$ cat src/sv/cci_pkg.sv
// Shared types, status codes and arithmetic step functions for the
// circle-circle intersection block. No dependencies.
package cci_pkg;

	localparam int MQ_DEPTH = 4;
	localparam int MQ_AW = $clog2(MQ_DEPTH);
	localparam logic [15:0] TOL_RESET = 16'd1;

	typedef enum logic [1:0] {
		ST_APART   = 2'd0,
		ST_TANGENT = 2'd1,
		ST_TWO     = 2'd2,
		ST_INVALID = 2'd3
	} status_t;

	typedef struct packed {
		logic signed [31:0] first_x;
		logic signed [31:0] first_y;
		logic [30:0]        first_radius;
		logic signed [31:0] second_x;
		logic signed [31:0] second_y;
		logic [30:0]        second_radius;
	} in_t;

	typedef struct packed {
		logic signed [31:0] point_a_x;
		logic signed [31:0] point_a_y;
		logic signed [31:0] point_b_x;
		logic signed [31:0] point_b_y;
		status_t            status;
	} out_t;

	// classified word passed from front to back
	typedef struct packed {
		logic [31:0] x1;
		logic [31:0] y1;
		logic [30:0] r1;
		logic [32:0] dx;
		logic [32:0] dy;
		logic [32:0] d;
		logic [31:0] dr;
		logic [31:0] s;
		status_t     status;
	} mid_t;

	typedef struct packed {
		logic [35:0] rem;
		logic [32:0] root;
	} sqs_t;

	typedef struct packed {
		logic [33:0] rem;
		logic        qb;
	} divs_t;

	// one digit of the restoring square root
	function automatic sqs_t sqrt_step(logic [35:0] rem, logic [32:0] root, logic [1:0] pair);
		logic [35:0] sh;
		logic [35:0] trial;
		sqs_t        r;
		sh = {rem[33:0], pair};
		trial = {1'b0, root, 2'b01};
		if (sh >= trial) begin
			r.rem = sh - trial;
			r.root = {root[31:0], 1'b1};
		end else begin
			r.rem = sh;
			r.root = {root[31:0], 1'b0};
		end
		return r;
	endfunction

	// one bit of the restoring division
	function automatic divs_t div_step(logic [33:0] rem, logic nb, logic [32:0] d);
		logic [33:0] sh;
		divs_t       r;
		sh = {rem[32:0], nb};
		if (sh >= {1'b0, d}) begin
			r.rem = sh - {1'b0, d};
			r.qb = 1'b1;
		end else begin
			r.rem = sh;
			r.qb = 1'b0;
		end
		return r;
	endfunction

	function automatic logic [31:0] sat32(logic [34:0] v);
		logic [31:0] r;
		if (v[34:31] == 4'b0000 || v[34:31] == 4'b1111) begin
			r = v[31:0];
		end else if (v[34]) begin
			r = 32'h8000_0000;
		end else begin
			r = 32'h7FFF_FFFF;
		end
		return r;
	endfunction

endpackage

$ cat src/sv/cci_queue.sv
// Short queue of classified words between the front and back pipelines.
// Depends on cci_pkg.
module cci_queue (
	input  logic          clk,
	input  logic          arst_n,
	input  logic          push,
	input  cci_pkg::mid_t wr_word,
	output logic          full,
	input  logic          pop,
	output cci_pkg::mid_t rd_word,
	output logic          empty
);
	import cci_pkg::*;

	mid_t           mem_q [MQ_DEPTH];
	logic [MQ_AW-1:0] wr_q, rd_q;
	logic [MQ_AW:0] cnt_q;
	logic           do_push, do_pop;

	assign full = cnt_q == (MQ_AW+1)'(MQ_DEPTH);
	assign empty = cnt_q == '0;
	assign do_push = push && !full;
	assign do_pop = pop && !empty;
	assign rd_word = mem_q[rd_q];

	always_ff @(posedge clk or negedge arst_n) begin
		if (!arst_n) begin
			wr_q <= '0;
			rd_q <= '0;
			cnt_q <= '0;
		end else begin
			if (do_push) begin
				wr_q <= wr_q + 1'b1;
			end
			if (do_pop) begin
				rd_q <= rd_q + 1'b1;
			end
			cnt_q <= cnt_q + (MQ_AW+1)'(do_push) - (MQ_AW+1)'(do_pop);
		end
	end

	always_ff @(posedge clk) begin
		if (do_push) begin
			mem_q[wr_q] <= wr_word;
		end
	end

endmodule

$ cat config.mk
export PLATFORM = sky130hd
export DESIGN_NAME = cci_queue
export DESIGN_NICKNAME = d
export VERILOG_FILES = /design/src/sv/cci_pkg.sv /design/src/sv/cci_queue.sv
export SDC_FILE = /design/constraint.sdc
export NUM_CORES = 1
export LEC_CHECK = 0
export BUFFER_PORTS_ARGS = -buffer_cell sky130_fd_sc_hd__buf_2
export CAP_MARGIN = 30
export CELL_PAD_IN_SITES_DETAIL_PLACEMENT = 1
export CELL_PAD_IN_SITES_GLOBAL_PLACEMENT = 2
export CORE_ASPECT_RATIO = 0.6
export CORE_MARGIN = 1.5
export CORE_UTILIZATION = 35
export CTS_BUF_LIST = sky130_fd_sc_hd__clkbuf_16
export DETAILED_ROUTE_END_ITERATION = 12
export PLACE_DENSITY = 0.71
export SLEW_MARGIN = 15
export SYNTH_ARGS = -nofsm -noshare
export SYNTH_HDL_FRONTEND = slang
export SYNTH_SLANG_ARGS = --single-unit
$ cat constraint.sdc
create_clock -name clk -period 9.03 [get_ports clk]
set_input_delay 1.806 -clock clk [delete_from_list [all_inputs] [get_ports clk]]
set_output_delay 1.806 -clock clk [all_outputs]
set_load 0.03 [all_outputs]
==> results.md, run 1 <==
- The flow ran to the end, and the final reports show no timing, DRC or antenna violations.
- Post-CTS repair changed the size of 0 cells.
- The die is 258 um tall.
- The area share of and/or/nand/nor cells after synthesis is 0.00260.
- Setup violations remaining at the end of the flow were counted as 0.
- For the final database, setup skew stands at 0.0209 ns.
- The worst slew margin relative to its limit is 0.166.
- Clock-pin slew was measured on the worst setup and hold paths at 0.06 ns.
- Of the post-synthesis cell area, the part taken by muxes is 0.154.
- The sequential cell area is 31400 um^2.
- The number of buffers inserted for hold repair after clock tree synthesis is 0.
- By area, the combinational part of the netlist is dominated by multiplexers.
- The count of final max-slew check failures was 0.
- Entering global routing, the biggest net connects 130 pins.
- In the final design database the tool counted 2251 nets.
- 526 I/O pins were placed.
- The largest fanout on the critical path is 87.
- The number of instances in the synthesized netlist is 1399.
- The least setup slack across all paths after layout is 3.95 ns.
- The pre-antenna-repair detailed-routing pass consisted of 4 iterations.
- In this run the standard cell core region covers 107000 um^2.
- The worst setup path is launched from a register.
- The detail route stage leaves a number of antenna-violating nets equal to 0.
- The congestion estimate from routability-driven global placement came to 0.718.
- For this design the ratio of total power to cell area is 355 nW/um^2.
- Setup repair after global routing left no endpoint under its margin.
- The chip width is 428 um.
- The per-instance average area after synthesis is 27.1 um^2.
- The time the worst path needs with I/O delays and setup is 5.08 ns.
- The unique cell type count in the Yosys netlist is 20.
- The first global-routing pass estimated 122000 um of wire.
- The number of nets in the synthesized netlist is 1670.
- The setup TNS is 0 ns.
- The routed length per placed instance is 23.3 um.
- The maximum clock frequency is 197 MHz.
- The initial antenna violation count came to 27.
- The clock root buffer is clkbuf_16.
- The adder-cell share of the synthesized area is 0.00251.
- Across every metal layer, demand over resource in global routing totals 0.146.
- Max-cap violations in this run came to 0.
- The largest vdd supply drop is 0.258 mV.
- Using the TritonRoute via totals, the vias-per-cell ratio works out to 4.82.
- The number of buffers between clock root and the deepest sink is 3.
- The die covers 111000 um^2.
- The clock drives 1047 sinks.
- The leakage power of the design is 15.2 nW.
- The flip-flop and latch count after synthesis is 1047.
- For the worst setup path, the data arrival time is 3.27 ns.
- The number of H-tree levels is 3.
- The estimated wirelength of the detail-placed design is 49100 um.
- Across all layers, the routed design uses 16800 vias.
- The later pin in the worst-skew pair is clocked with a latency of 0.67 ns.
- In this run the tool buffered the top-level ports with 525 buffer cells.
- The path type of the worst setup path is reg -> out.
- The first routing iteration left 907 violations.
- The number of fill cells in the layout is 10100.
- The count of synthesis-stage warnings from yosys is 0.
- The number of remaining DRC errors is 0.
- In this run the post-CTS setup repair buffer count came out at 0.
- The top cell types in the final layout, fill and taps aside, are 1040 x edfxtp_1, 525 x buf_2, 260 x mux4_2.
- In this run the cell area measured after placement is 42300 um^2.
- The multi-input combinational cell area is 6130 um^2.
- The number of global-route vias before repair is 18500.
- The actual transition at the worst max-transition pin is 1.25 ns.
- The count of standard-cell rows is 93.
- The sequential area share after synthesis is 0.827.
- Summing every instance area after synthesis gives 38000 um^2.
- The growth of design area from synthesis to finish is 19.1%.
- Once layout is done, the placed cells without fillers occupy 45200 um^2.
- The final-report hold violation count is 0.
- The number of buffers inserted during clock tree synthesis is 97.
- The class of the worst hold path is reg -> reg.
- The routed wire length is 81400 um.
- Of the total synthesized cell area, the portion taken by XOR and XNOR cells is 0.000923.
- For the worst setup path, the data required time is 7.22 ns.
- For this run the aggregate overflow at the end of global routing stands at 0.
- The initial utilization of the core area, before any placement, comes to 0.353.
- The area fraction in compound gates after synthesis came to 0.000824.
- Before CTS, the worst setup slack after placement is 4.56 ns.
- The type of element capturing the critical path is a primary output.
- The library cell used most frequently in the layout, excluding fill and tap cells, is edfxtp_1.
- TritonCTS built the clock tree.
- The period utilization is 0.562.
- In the final layout, the share of cells above drive strength 1 is 0.452.
-- through the flow --
step	cells	hold WS [ns]	power, mW	util
2_1_floorplan	1399	0.535	11.0	-
3_3_place_gp	3305	0.568	12.3	0.393
3_5_place_dp	3306	0.610	12.5	0.393
4_1_cts	3482	0.629	16.3	0.421
5_1_grt	3487	0.669	16.7	0.421
6_report	3490	0.627	16.1	0.421
-- synthesized netlist by cell type --
library cell | n | share of area
clkbuf_1 | 6 | 0.00059
fa_1 | 1 | 0.00053
buf_6 | 21 | 0.0062
o311ai_0 | 1 | 0.00023
mux4_2 | 260 | 0.15
or4bb_1 | 2 | 0.00059
o31ai_1 | 1 | 0.00020
and3b_1 | 4 | 0.00092
nor3b_1 | 1 | 0.00020
nand2b_1 | 4 | 0.00066
buf_2 | 30 | 0.0040
o211ai_1 | 2 | 0.00040
dfrtp_1 | 7 | 0.0046
inv_1 | 6 | 0.00059
ha_1 | 6 | 0.0020
nand2_1 | 1 | 0.000099
nor3_1 | 1 | 0.00013
buf_4 | 1 | 0.00020
edfxtp_1 | 1040 | 0.82
xnor2_1 | 4 | 0.00092
-- state kept, by name, summed over array words and instances (netlist names) --
| signal | cells |
|---|---|
| cnt_q | 3 |
| rd_q | 2 |
| mem_q | 1040 |
| wr_q | 2 |
-- path summary, 6_finish.rpt --
check                         start            end  slack, ns  cells after the start
min in group asynchronous    arst_n       cnt_q[2]       0.98                      1
setup / recovery            rd_q[0]   rd_word[147]       3.95                      4
hold reg to reg             wr_q[1]        wr_q[1]       0.63                      2
max in group asynchronous    arst_n        rd_q[0]       7.86                      1
hold / removal              wr_q[1]        wr_q[1]       0.63                      2
setup reg to reg           cnt_q[2]  mem_q[1][149]       6.13                      3
-- kinds of logic after synthesis --
group | after synthesis
buffers and inverters | 64
adders and majority gates | 7
xor gates and xnor gates | 4
muxes | 260
DFF | 1047
and+or+nand+nor | 13
AOI/OAI and AO/OA | 4
-- final cells by class --
| type | count | area share |
|---|---|---|
| inverters | 6 | 0.000498 |
| clock inverters | 75 | 0.00943 |
| clock buffers | 101 | 0.0559 |
| diodes | 8 | 0.000443 |
| repair buffers | 540 | 0.0642 |
| flip-flops and latches | 1047 | 0.695 |
| multi-input cells | 288 | 0.136 |
| well taps | 1425 | 0.0394 |
-- worst max-delay path: stages, from the launching register on --
cell and delay, ns:
dfrtp_4 0.72, buf_12 0.29, buf_12 0.47, mux4_2 0.62, buf_2 0.20
-- power by group --
group | switching (mW) | total, mW | leakage, nW | internal, mW
logic | 3.66 | 5.57 | 3.98 | 1.91
clock network | 1.71 | 3.83 | 1.59 | 2.12
registers | 0.250 | 6.66 | 9.61 | 6.41
-- layer usage --
metal	GRT usage	wire [um]	vias up
met5	0	192	-
met4	0.0395	1820	30
met3	0.0502	5780	137
met2	0.237	40000	432
met1	0.189	33500	8938
li1	-	-	7290
Power figures use the tool's default switching activity.
==> inputs of run 2 (changes only) <==
--- a/config.mk
+++ b/config.mk
@@ -14,7 +14,7 @@
 export CORE_UTILIZATION = 35
 export CTS_BUF_LIST = sky130_fd_sc_hd__clkbuf_16
 export DETAILED_ROUTE_END_ITERATION = 12
-export PLACE_DENSITY = 0.71
+export PLACE_DENSITY = 0.73
 export SLEW_MARGIN = 15
 export SYNTH_ARGS = -nofsm -noshare
 export SYNTH_HDL_FRONTEND = slang
==> constraint.sdc (replaced) <==
create_clock -name clk -period 4.5 [get_ports clk]
set_input_delay 0.9 -clock clk [delete_from_list [all_inputs] [get_ports clk]]
set_output_delay 0.9 -clock clk [all_outputs]
set_load 0.03 [all_outputs]
==> results.md, run 2 (synthesis gave the netlist of run 1 again) <==
- The maximum number of pins on one net before global-route repair is 88 (was 130).
- The CTS tree is yes (unchanged).
- The routed wire length is 86800 um (was 81400 um).
- Commonest cells after routing, fill and taps aside: 1040 x edfxtp_1, 525 x buf_2, 260 x mux4_2 (unchanged).
- The count of placed standard cells in the final layout, fillers left out was 3553 (was 3490).
- The leading cell type in the layout, fill and taps excluded is edfxtp_1 (unchanged).
- The largest register by flop count is mem_q (unchanged).
- The setup TNS is 0 ns (unchanged).
- The actual transition at the worst max-transition pin is 0.822 ns (was 1.25 ns).
- The number of flip-flops in the largest register is 1040 (unchanged).
- The number of cells after detailed placement is 3364 (was 3306).
- The count of standard-cell rows is 93 (unchanged).
- The number of nets in the finished design was 2310 (was 2251).
- The largest vdd supply drop came to 0.398 mV (was 0.258 mV).
- The chip height is 258 um (unchanged).
- The number of vias after detailed routing is 17300 (was 16800).
- The count of pins on the block boundary is 526 (unchanged).
- The detail-routed via count per cell is 4.88 (was 4.82).
- The worst slew margin relative to its limit is 0.451 (was 0.166).
- The slowest stage cell on the critical path is dfrtp_4 (unchanged).
- The number of fill cells in the layout is 10000 (was 10100).
- The number of remaining DRC errors is 0 (unchanged).
- The growth of design area from synthesis to finish is 21.1% (was 19.1%).
- The final clock skew was 0.0416 ns (was 0.0209 ns).
- The post-cts sizing count is 0 (unchanged).
- The clock root buffer is clkbuf_16 (unchanged).
- The post-placement cell area came to 42800 um^2 (was 42300 um^2).
- Registers with the most flip-flops: mem_q x1040, cnt_q x3 (unchanged).
- The floorplan die area is 111000 um^2 (unchanged).
- The fraction of layout cells with a size suffix above 1 is 0.471 (was 0.452).
- The total power density per cell area was 720 nW/um^2 (was 355 nW/um^2).
- The kind of cell adding the most delay to the critical path is flip-flops (was buffers and inverters).
- The number of global-route vias before repair is 18800 (was 18500).
- The count of final max-slew check failures was 0 (unchanged).
- The number of H-tree levels was 3 (unchanged).
- The number of DRC markers after the initial detailed-route iteration is 1098 (was 907).
- The estimated wirelength of the detail-placed design is 57300 um (was 49100 um).
- For the finished layout, the period the worst path requires is 3.86 ns.
- The count of max-cap constraint violations is 0 (unchanged).
- The path type of the worst setup path is reg -> out (unchanged).
- The total routing resource utilization after global routing is 0.156 (was 0.146).
- Static timing analysis puts the maximum clock frequency at 259 MHz.
- The number of setup violations in the final report came to 0 (unchanged).
- The type of element capturing the critical path is a primary output (unchanged).
- The clock net sink count was 1047 (unchanged).
- The most numerous cell on the critical path is buf_12 (unchanged).
- The period utilization is 0.857.
- The final standard cell area without fillers came to 46000 um^2 (was 45200 um^2).
- The worst-skew pair later-pin latency came to 0.69 ns (was 0.67 ns).
- The nature of the critical path startpoint is a register (unchanged).
- The total congestion overflow is 0 (unchanged).
- Unrepaired setup endpoints after global routing: false (unchanged).
- The number of antenna-violating nets in the routed design is 0 (unchanged).
- Cell-by-cell trace of the critical path: buf_12 -> buf_12 -> mux4_2 -> buf_2 (unchanged).
- The largest fanout on the critical path is 25 (was 87).
- The first-pass iteration count of the detailed router is 5 (was 4).
- The chip width is 428 um (unchanged).
- The number of buffers inserted during clock tree synthesis came to 97 (unchanged).
- The floorplan core area was 107000 um^2 (unchanged).
- The class of the worst hold path is in -> reg (was reg -> reg).
- The delay of the slowest cell on the worst path is 0.76 ns (was 0.72 ns).
- The final weighted congestion in routability-driven placement is 0.764 (was 0.718).
- The number of buffers between clock root and the deepest sink is 3 (unchanged).
- The initial antenna violation count is 26 (was 27).
- The required time at the endpoint of the critical path is 3.60 ns (was 7.22 ns).
- The register clock-pin slew on the reported worst setup and hold paths is 0.07 ns (was 0.06 ns).
- The count of input and output buffers is 525 (unchanged).
- The leakage power of the design is 15.5 nW (was 15.2 nW).
- The count of buffer and inverter cells on the critical path was 3 (unchanged).
- The global-route wire length before repair is 128000 um (was 122000 um).
- The routed length per placed instance is 24.4 um (was 23.3 um).
- The worst path arrival time is 2.96 ns (was 3.27 ns).
- The final-report hold violation count is 0 (unchanged).
- Outcome: finished, final reports clean (unchanged).
- The effective utilization at floorplan is 0.353 (unchanged).
- The total setup buffers inserted after CTS came to 0 (unchanged).
[run 2: power by group]
group / switching [mW] / total [mW] / leakage [nW] / internal [mW]
sequential: 0.532 / 13.3 / 9.61 / 12.8
combinational: 7.60 / 11.7 / 4.32 / 4.15
clock: 3.64 / 8.01 / 1.61 / 4.37
[run 2: timing repair]
| item | 4_1_cts | 5_1_grt |
|---|---|---|
| hold buffers | 1 | 0 |
| hold endpoints to repair | 7 | 0 |
| endpoints found under the setup margin | 0 | 0 |
[run 2: path summary, 6_finish.rpt]
path / start / slack (ns) / depth (start not counted) / end
setup / recovery: rd_q[0] / 0.64 / 4 / rd_word[134]
hold / removal: wr_word[225] / 0.41 / 1 / mem_q[2][225]
setup reg to reg: cnt_q[1] / 1.94 / 8 / cnt_q[2]
hold reg to reg: wr_q[1] / 0.62 / 2 / wr_q[1]
max in group asynchronous: arst_n / 3.71 / 2 / rd_q[1]
min in group asynchronous: arst_n / 0.61 / 2 / wr_q[1]
[run 2: stage by stage]
step	setup WS (ns)	power (mW)	util	hold WS, ns
3_3_place_gp	1.38	25.2	0.399	0.577
5_1_grt	0.456	34.4	0.428	0.343
3_5_place_dp	1.33	25.5	0.399	0.598
4_1_cts	0.537	33.6	0.428	0.330
2_1_floorplan	0.994	21.6	-	0.535
6_report	0.644	33.1	0.428	0.408
[run 2: routing by layer]
metal	GRT usage	share of wire	routed length, um
met5	0	0.0021	184
met4	0.0420	0.021	1820
met3	0.0520	0.068	5870
met2	0.251	0.49	42500
met1	0.205	0.42	36500
[run 2: cell type report]
class                      instances  area [um^2]  share of cell area
inverter                           6         22.5            0.000490
clock buffer                      97         2430              0.0528
antenna                           11         27.5            0.000599
multi-input combinational        288         6130               0.133
tap                             1425         1780              0.0388
clock inverter                    80          683              0.0149
sequential                      1047        31400               0.683
timing repair buffer             599         3500              0.0761
